===== src/hw/rtl/rational_iterative_sqrt_one_plus_x_defines.svh =====
// ----------------------------------------------------------------------------
// Assertion macros for the rational square root block
// Concurrent checks, clocked on clk and disabled while rst_n is low.
// ----------------------------------------------------------------------------
`ifndef RATIONAL_ITERATIVE_SQRT_ONE_PLUS_X_DEFINES_SVH
`define RATIONAL_ITERATIVE_SQRT_ONE_PLUS_X_DEFINES_SVH

// The consequent must hold in the same cycle as the antecedent.
`define RSQ_ASSERT_SAME(label, ante, cons) \
    label: assert property (@(posedge clk) disable iff (!rst_n) (ante) |-> (cons)) \
        else $error("rsq assertion failed");

// The consequent must hold in the cycle after the antecedent.
`define RSQ_ASSERT_NEXT(label, ante, cons) \
    label: assert property (@(posedge clk) disable iff (!rst_n) (ante) |=> (cons)) \
        else $error("rsq assertion failed");

`endif


===== src/hw/rtl/rsq_pkg.sv =====
// ----------------------------------------------------------------------------
// Rational square root package
// Types, widths, constants and saturating helpers shared by all modules.
// ----------------------------------------------------------------------------
package rsq_pkg;

    localparam int FRAC_BITS      = 24;
    localparam int MAX_ITERATIONS = 8;
    localparam int SAT_EXP        = 61;
    localparam int WORD_W         = SAT_EXP + 2;
    localparam int MAG_W          = SAT_EXP + 1;
    localparam int CFG_W          = 4;
    localparam int ITER_W         = $clog2(MAX_ITERATIONS + 1);
    localparam int DIVD_W         = MAG_W + FRAC_BITS + 1;

    typedef logic signed [WORD_W-1:0] word_t;
    typedef logic [MAG_W-1:0]         mag_t;

    localparam word_t SAT_LIMIT = word_t'(64'sd1 <<< SAT_EXP);
    localparam word_t ONE       = word_t'(64'sd1 <<< FRAC_BITS);
    localparam word_t ONE_X4    = ONE * word_t'(4);
    localparam word_t ONE_X64   = ONE * word_t'(64);
    localparam word_t RES_MAX   = word_t'(64'sd2147483647);
    localparam word_t RES_MIN   = -word_t'(64'sd2147483648);
    localparam word_t B_MAX     = word_t'(64'sd2147483647);

    localparam word_t C3   = word_t'(3);
    localparam word_t C7   = word_t'(7);
    localparam word_t C24  = word_t'(24);
    localparam word_t C56  = word_t'(56);
    localparam word_t C80  = word_t'(80);
    localparam word_t C112 = word_t'(112);

    localparam word_t LIM3   = SAT_LIMIT / C3;
    localparam word_t LIM7   = SAT_LIMIT / C7;
    localparam word_t LIM24  = SAT_LIMIT / C24;
    localparam word_t LIM56  = SAT_LIMIT / C56;
    localparam word_t LIM80  = SAT_LIMIT / C80;
    localparam word_t LIM112 = SAT_LIMIT / C112;

    localparam logic [1:0] MUL_SEL_AA  = 2'd0;
    localparam logic [1:0] MUL_SEL_A2A = 2'd1;
    localparam logic [1:0] MUL_SEL_BF  = 2'd2;
    localparam logic [1:0] MUL_SEL_FF  = 2'd3;

    localparam logic DIV_SEL_FACT = 1'b0;
    localparam logic DIV_SEL_S    = 1'b1;

    typedef struct packed {
        logic signed [31:0] x_value;
        logic               degree_select;
    } in_t;

    typedef struct packed {
        logic [2:0]         iteration_index;
        logic [30:0]        approximation;
        logic signed [31:0] residual;
        logic               last_result;
        logic               domain_error;
    } out_t;

    typedef struct packed {
        logic       load_item;
        logic       iter_next;
        logic       mul_start;
        logic [1:0] mul_sel;
        logic       div_start;
        logic       div_sel;
        logic       lat_a2;
        logic       lat_a3;
        logic       lat_fac;
        logic       lat_f;
        logic       lat_b;
        logic       lat_f2;
        logic       lat_a;
        logic       out_load;
        logic       out_error;
    } cmd_t;

    typedef struct packed {
        logic mul_done;
        logic div_done;
        logic x_error;
        logic cubic;
        logic last;
    } status_t;

    function automatic word_t sat_add(input word_t p, input word_t q);
        logic signed [WORD_W:0] s;
        s = (WORD_W+1)'(p) + (WORD_W+1)'(q);
        if (s > (WORD_W+1)'(SAT_LIMIT))
            return SAT_LIMIT;
        if (s < -(WORD_W+1)'(SAT_LIMIT))
            return -SAT_LIMIT;
        return word_t'(s);
    endfunction

    function automatic word_t sat_scale(input word_t v, input word_t c, input word_t lim);
        if (v > lim)
            return SAT_LIMIT;
        if (v < -lim)
            return -SAT_LIMIT;
        return v * c;
    endfunction

endpackage


===== src/hw/rtl/rsq_controller.sv =====
// ----------------------------------------------------------------------------
// Rational square root controller
// Sequences the multiplies and divisions of each iteration and manages
// both handshakes.
// ----------------------------------------------------------------------------
`include "rational_iterative_sqrt_one_plus_x_defines.svh"

module rsq_controller (
    input  logic             clk,
    input  logic             rst_n,
    input  logic             in_valid,
    output logic             in_ready,
    output logic             out_valid,
    input  logic             out_ready,
    input  rsq_pkg::status_t status,
    output rsq_pkg::cmd_t    cmd
);
    import rsq_pkg::*;

    localparam logic [4:0] S_IDLE   = 5'd0;
    localparam logic [4:0] S_ITER   = 5'd1;
    localparam logic [4:0] S_MA2_GO = 5'd2;
    localparam logic [4:0] S_MA2_W  = 5'd3;
    localparam logic [4:0] S_MA3_GO = 5'd4;
    localparam logic [4:0] S_MA3_W  = 5'd5;
    localparam logic [4:0] S_FAC1   = 5'd6;
    localparam logic [4:0] S_FAC2   = 5'd7;
    localparam logic [4:0] S_DF_W   = 5'd8;
    localparam logic [4:0] S_MB_GO  = 5'd9;
    localparam logic [4:0] S_MB_W   = 5'd10;
    localparam logic [4:0] S_MF_GO  = 5'd11;
    localparam logic [4:0] S_MF_W   = 5'd12;
    localparam logic [4:0] S_DS_GO  = 5'd13;
    localparam logic [4:0] S_DS_W   = 5'd14;
    localparam logic [4:0] S_OUT    = 5'd15;
    localparam logic [4:0] S_ERR    = 5'd16;

    logic [4:0] state_reg, state_next;
    logic       out_valid_reg, out_valid_next;
    logic       slot_free;

    assign slot_free = !out_valid_reg || out_ready;

    always_comb
    begin
        state_next = state_reg;
        cmd        = '0;
        in_ready   = 1'b0;
        case (state_reg)
            S_IDLE:
            begin
                in_ready = 1'b1;
                if (in_valid)
                begin
                    cmd.load_item = 1'b1;
                    state_next    = status.x_error ? S_ERR : S_ITER;
                end
            end
            S_ERR:
            begin
                if (slot_free)
                begin
                    cmd.out_error = 1'b1;
                    state_next    = S_IDLE;
                end
            end
            S_ITER:
                state_next = status.cubic ? S_MA2_GO : S_FAC1;
            S_MA2_GO:
            begin
                cmd.mul_start = 1'b1;
                cmd.mul_sel   = MUL_SEL_AA;
                state_next    = S_MA2_W;
            end
            S_MA2_W:
            begin
                if (status.mul_done)
                begin
                    cmd.lat_a2 = 1'b1;
                    state_next = S_MA3_GO;
                end
            end
            S_MA3_GO:
            begin
                cmd.mul_start = 1'b1;
                cmd.mul_sel   = MUL_SEL_A2A;
                state_next    = S_MA3_W;
            end
            S_MA3_W:
            begin
                if (status.mul_done)
                begin
                    cmd.lat_a3 = 1'b1;
                    state_next = S_FAC1;
                end
            end
            S_FAC1:
            begin
                cmd.lat_fac = 1'b1;
                state_next  = S_FAC2;
            end
            S_FAC2:
            begin
                cmd.div_start = 1'b1;
                cmd.div_sel   = DIV_SEL_FACT;
                state_next    = S_DF_W;
            end
            S_DF_W:
            begin
                if (status.div_done)
                begin
                    cmd.lat_f  = 1'b1;
                    state_next = S_MB_GO;
                end
            end
            S_MB_GO:
            begin
                cmd.mul_start = 1'b1;
                cmd.mul_sel   = MUL_SEL_BF;
                state_next    = S_MB_W;
            end
            S_MB_W:
            begin
                if (status.mul_done)
                begin
                    cmd.lat_b  = 1'b1;
                    state_next = S_MF_GO;
                end
            end
            S_MF_GO:
            begin
                cmd.mul_start = 1'b1;
                cmd.mul_sel   = MUL_SEL_FF;
                state_next    = S_MF_W;
            end
            S_MF_W:
            begin
                if (status.mul_done)
                begin
                    cmd.lat_f2 = 1'b1;
                    state_next = S_DS_GO;
                end
            end
            S_DS_GO:
            begin
                cmd.div_start = 1'b1;
                cmd.div_sel   = DIV_SEL_S;
                state_next    = S_DS_W;
            end
            S_DS_W:
            begin
                cmd.div_sel = DIV_SEL_S;
                if (status.div_done)
                begin
                    cmd.lat_a  = 1'b1;
                    state_next = S_OUT;
                end
            end
            S_OUT:
            begin
                if (slot_free)
                begin
                    cmd.out_load = 1'b1;
                    if (status.last)
                        state_next = S_IDLE;
                    else
                    begin
                        cmd.iter_next = 1'b1;
                        state_next    = S_ITER;
                    end
                end
            end
            default:
                state_next = S_IDLE;
        endcase
    end

    always_comb
    begin
        if (cmd.out_load || cmd.out_error)
            out_valid_next = 1'b1;
        else if (out_ready)
            out_valid_next = 1'b0;
        else
            out_valid_next = out_valid_reg;
    end

    always_ff @(posedge clk or negedge rst_n)
    begin
        if (!rst_n)
        begin
            state_reg     <= S_IDLE;
            out_valid_reg <= 1'b0;
        end
        else
        begin
            state_reg     <= state_next;
            out_valid_reg <= out_valid_next;
        end
    end

    assign out_valid = out_valid_reg;

    `RSQ_ASSERT_SAME(a_load_slot, cmd.out_load || cmd.out_error, !out_valid_reg || out_ready)
    `RSQ_ASSERT_NEXT(a_accept_starts, in_valid && in_ready, state_reg == S_ITER || state_reg == S_ERR)
    `RSQ_ASSERT_SAME(a_mul_done_wait, status.mul_done, state_reg == S_MA2_W || state_reg == S_MA3_W || state_reg == S_MB_W || state_reg == S_MF_W)
    `RSQ_ASSERT_SAME(a_div_done_wait, status.div_done, state_reg == S_DF_W || state_reg == S_DS_W)

endmodule


===== config.mk =====
export PLATFORM = sky130hd
export DESIGN_NAME = rsq_controller
export DESIGN_NICKNAME = d
export VERILOG_FILES = /design/src/hw/rtl/rsq_pkg.sv /design/src/hw/rtl/rsq_controller.sv
export VERILOG_INCLUDE_DIRS = /design/src /design/src/hw/rtl
export SDC_FILE = /design/constraint.sdc
export NUM_CORES = 1
export LEC_CHECK = 0
export ABC_AREA = 1
export BUFFER_PORTS_ARGS = -buffer_cell sky130_fd_sc_hd__buf_2
export CAP_MARGIN = 20
export CORE_UTILIZATION = 30
export DETAILED_ROUTE_END_ITERATION = 12
export RECOVER_POWER = 25
export SETUP_SLACK_MARGIN = 0.4
export SLEW_MARGIN = 20
export SYNTH_ARGS = -nofsm -noshare
export SYNTH_HDL_FRONTEND = slang
export SYNTH_SLANG_ARGS = --single-unit

===== constraint.sdc =====
create_clock -name clk -period 4.4 [get_ports clk]
set_clock_uncertainty 0.15 [all_clocks]
set_input_delay 0 -clock clk [delete_from_list [all_inputs] [get_ports clk]]
set_output_delay 0 -clock clk [all_outputs]
set_load 0.1 [all_outputs]

==> metrics.json <==
{
  "antenna_left": {"value": 0},
  "grt_overflow": {"value": 0},
  "largest_reg_flops": {"value": 5},
  "via_count_of_the_first_global_routing_pass": {"value": 684},
  "cts-htree-levels": {"value": 1},
  "numClockSinks": {"value": 6},
  "worst_ep_arrival_time": {"value": 2.20, "unit": "ns"},
  "cts-buffers-inserted": {"value": 3},
  "die_area": {"value": 2340, "unit": "um^2"},
  "synth.ff_latch_count": {"value": 6},
  "r2r_start": {"value": "state_reg[4]"},
  "detail_route.drc_violations": {"value": 0},
  "post_cts_sizing": {"value": 0},
  "timing.critical_path.cells": {"value": "inv_2 > nand3_1 > inv_2 > nand2_1 > nand2_2 > o21ai_4 > nand3_1 > nand2_1 > dlygate4sd3_1"},
  "synth.avg_cell_area": {"value": 6.02, "unit": "um^2"},
  "timing.critical_path.from": {"value": "state_reg[4]"},
  "placement_rows": {"value": 16},
  "drt_iter0_drc": {"value": 24},
  "synth_largest_area_cell": {"value": "dfrtp_1"},
  "coreArea": {"value": 1980, "unit": "um^2"},
  "synth_largest_type_area_fraction": {"value": 0.233},
  "timing_worst_setup_path_type": {"value": "flop to flop"},
  "seq_area": {"value": 150, "unit": "um^2"},
  "critical_path.endpoint_type": {"value": "flop"},
  "finalNetCount": {"value": 151},
  "track_usage": {"value": 0.151},
  "fillCellCount": {"value": 219},
  "holdPathStages": {"value": 6},
  "post_route_cells_drive_above_1_share": {"value": 0.314},
  "cts_hold_buf": {"value": 5},
  "period_minus_slack": {"value": 2.24, "unit": "ns"},
  "routed-via-count": {"value": 787},
  "pin_count_of_the_biggest_net_entering_global_routing": {"value": 12},
  "hp-class": {"value": "input port to flop"},
  "most-common-layout-cells": {"value": "25 x buf_2, 24 x nand2_1, 18 x nor2_1, 16 x nand3_1, 13 x inv_1"},
  "finalSetupTns": {"value": 0, "unit": "ns"},
  "average_wire_per_standard_cell": {"value": 10.4, "unit": "um"},
  "tightest_slew": {"value": 1.16, "unit": "ns"},
  "timing.slew.headroom": {"value": 0.230},
  "post_synth_main_area_contributors": {"value": "dfrtp_1 23%, nand2_1 14%, nand3_1 12%"},
  "achievable-frequency": {"value": 447, "unit": "MHz"},
  "multi_input_area": {"value": 423, "unit": "um^2"},
  "place_hpwl": {"value": 1.42, "unit": "mm"},
  "layout.cells.most_common": {"value": "buf_2"},
  "yosysWarningCount": {"value": 0},
  "cts.clk_slew.worst_paths": {"value": 0.04, "unit": "ns"},
  "clockRootBuffer": {"value": "clkbuf_4"},
  "antenna_cells_inserted": {"value": 0},
  "drt_pass1_iterations": {"value": 4},
  "final_max_slew_viol_count": {"value": 0},
  "syn-instance-count": {"value": 107},
  "yosysUniqueCellTypes": {"value": 19},
  "finalSetupViolations": {"value": 0},
  "ios": {"value": 27},
  "synth.cell_area": {"value": 644, "unit": "um^2"},
  "worst_case_clock_buffer_depth": {"value": 2},
  "wl": {"value": 1.73, "unit": "mm"},
  "min_from": {"value": "status[1]"},
  "clock_tree_from_tritoncts": {"value": "yes"},
  "die_height": {"value": 48.3, "unit": "um"},
  "dieWidth": {"value": 48.3, "unit": "um"},
  "cts_post_setup_buffers_inserted": {"value": 0},
  "grt_antenna_before_repair": {"value": 0},
  "synth_nets": {"value": 116},
  "reg2regPathDepth": {"value": 9},
  "status": {"value": "completed"},
  "layout-area-overhead-vs-synth": {"value": 34.8, "unit": "%"},
  "clkLatencyLatePin": {"value": 0.24, "unit": "ns"},
  "worst-path-max-fanout": {"value": 11},
  "grt_setup_unrepaired": {"value": "no"},
  "peak_per_stage_delay_on_the_critical_path": {"value": 0.56, "unit": "ns"},
  "maxCapViolCount": {"value": 0},
  "route.detailed.vias_per_inst": {"value": 4.71},
  "gp_congestion": {"value": 0.829},
  "grt_first_pass_wirelength": {"value": 2.90, "unit": "mm"},
  "synth_seq_area_share": {"value": 0.233},
  "start_util": {"value": 0.325},
  "hold_viol": {"value": 0},
  "timing.critical_path.from_type": {"value": "flop"},
  "final_min_period_over_clock_period": {"value": 0.508},
  "slowest_stage": {"value": "dlygate4sd3_1"},
  "port_buffers": {"value": 26},
  "cp.required": {"value": 4.37, "unit": "ns"}
}
==> synth_stat cells (all sizes together) <==
cell,instances
nor3,5
nand3,17
nor2,24
buf,1
or2,1
nand3b,1
clkinv,1
nand4,5
o21ai,2
nand2,29
dfrtp,6
inv,15
==> metal layers <==
metal	global-route usage	vias to the layer above	share of wire
met5	0	-	0
met2	0.235	31	0.46
met1	0.222	348	0.48
met3	0.00314	0	0.063
li1	-	408	-
met4	0.0588	0	0
==> area by class of cell <==
class	instances	share of cell area
clock buffers	3	0.0259
inverters	16	0.0692
multi-input cells	84	0.487
flip-flops and latches	6	0.173
well taps	27	0.0389
repair buffers	31	0.206
==> per-stage QoR <==
stage	cell area [um^2]	hold slack [ns]	instances	utilization	worst slack, ns
6_report	868	0.0822	167	0.438	2.16
5_1_grt	868	0.119	167	0.438	2.09
4_1_cts	870	0.0788	167	0.439	2.19
3_5_place_dp	797	-0.323	159	0.402	2.62
3_3_place_gp	797	-0.323	159	0.402	2.64
2_1_floorplan	644	-0.446	107	-	1.22
==> worst max-delay path: cells and delay by family (launching register included) <==
kind / cells / cell delay (ns)
compound gates: 1 / 0.09
flops: 1 / 0.43
buf+inv: 3 / 0.89
simple gates: 5 / 0.55
==> final timing paths <==
path                                endpoint  slack, ns
worst min register to register  state_reg[1]       0.43
min in group asynchronous       state_reg[3]       0.52
worst max-delay path            state_reg[4]       2.16
worst max register to register  state_reg[4]       2.16
max in group asynchronous       state_reg[0]       3.37
worst min-delay path            state_reg[2]       0.08
==> kinds of logic (layout without fill, tap and decap cells) <==
family,after synthesis,in the layout,synth area share
AND/OR/NAND/NOR,82,82,0.623
buffers and inverters,17,50,0.111
flip-flops,6,6,0.233
AO/OA/AOI/OAI,2,2,0.0330
Power is not shown: default switching activity piles up to over one toggle a cycle in this logic, so the estimate is an artifact.
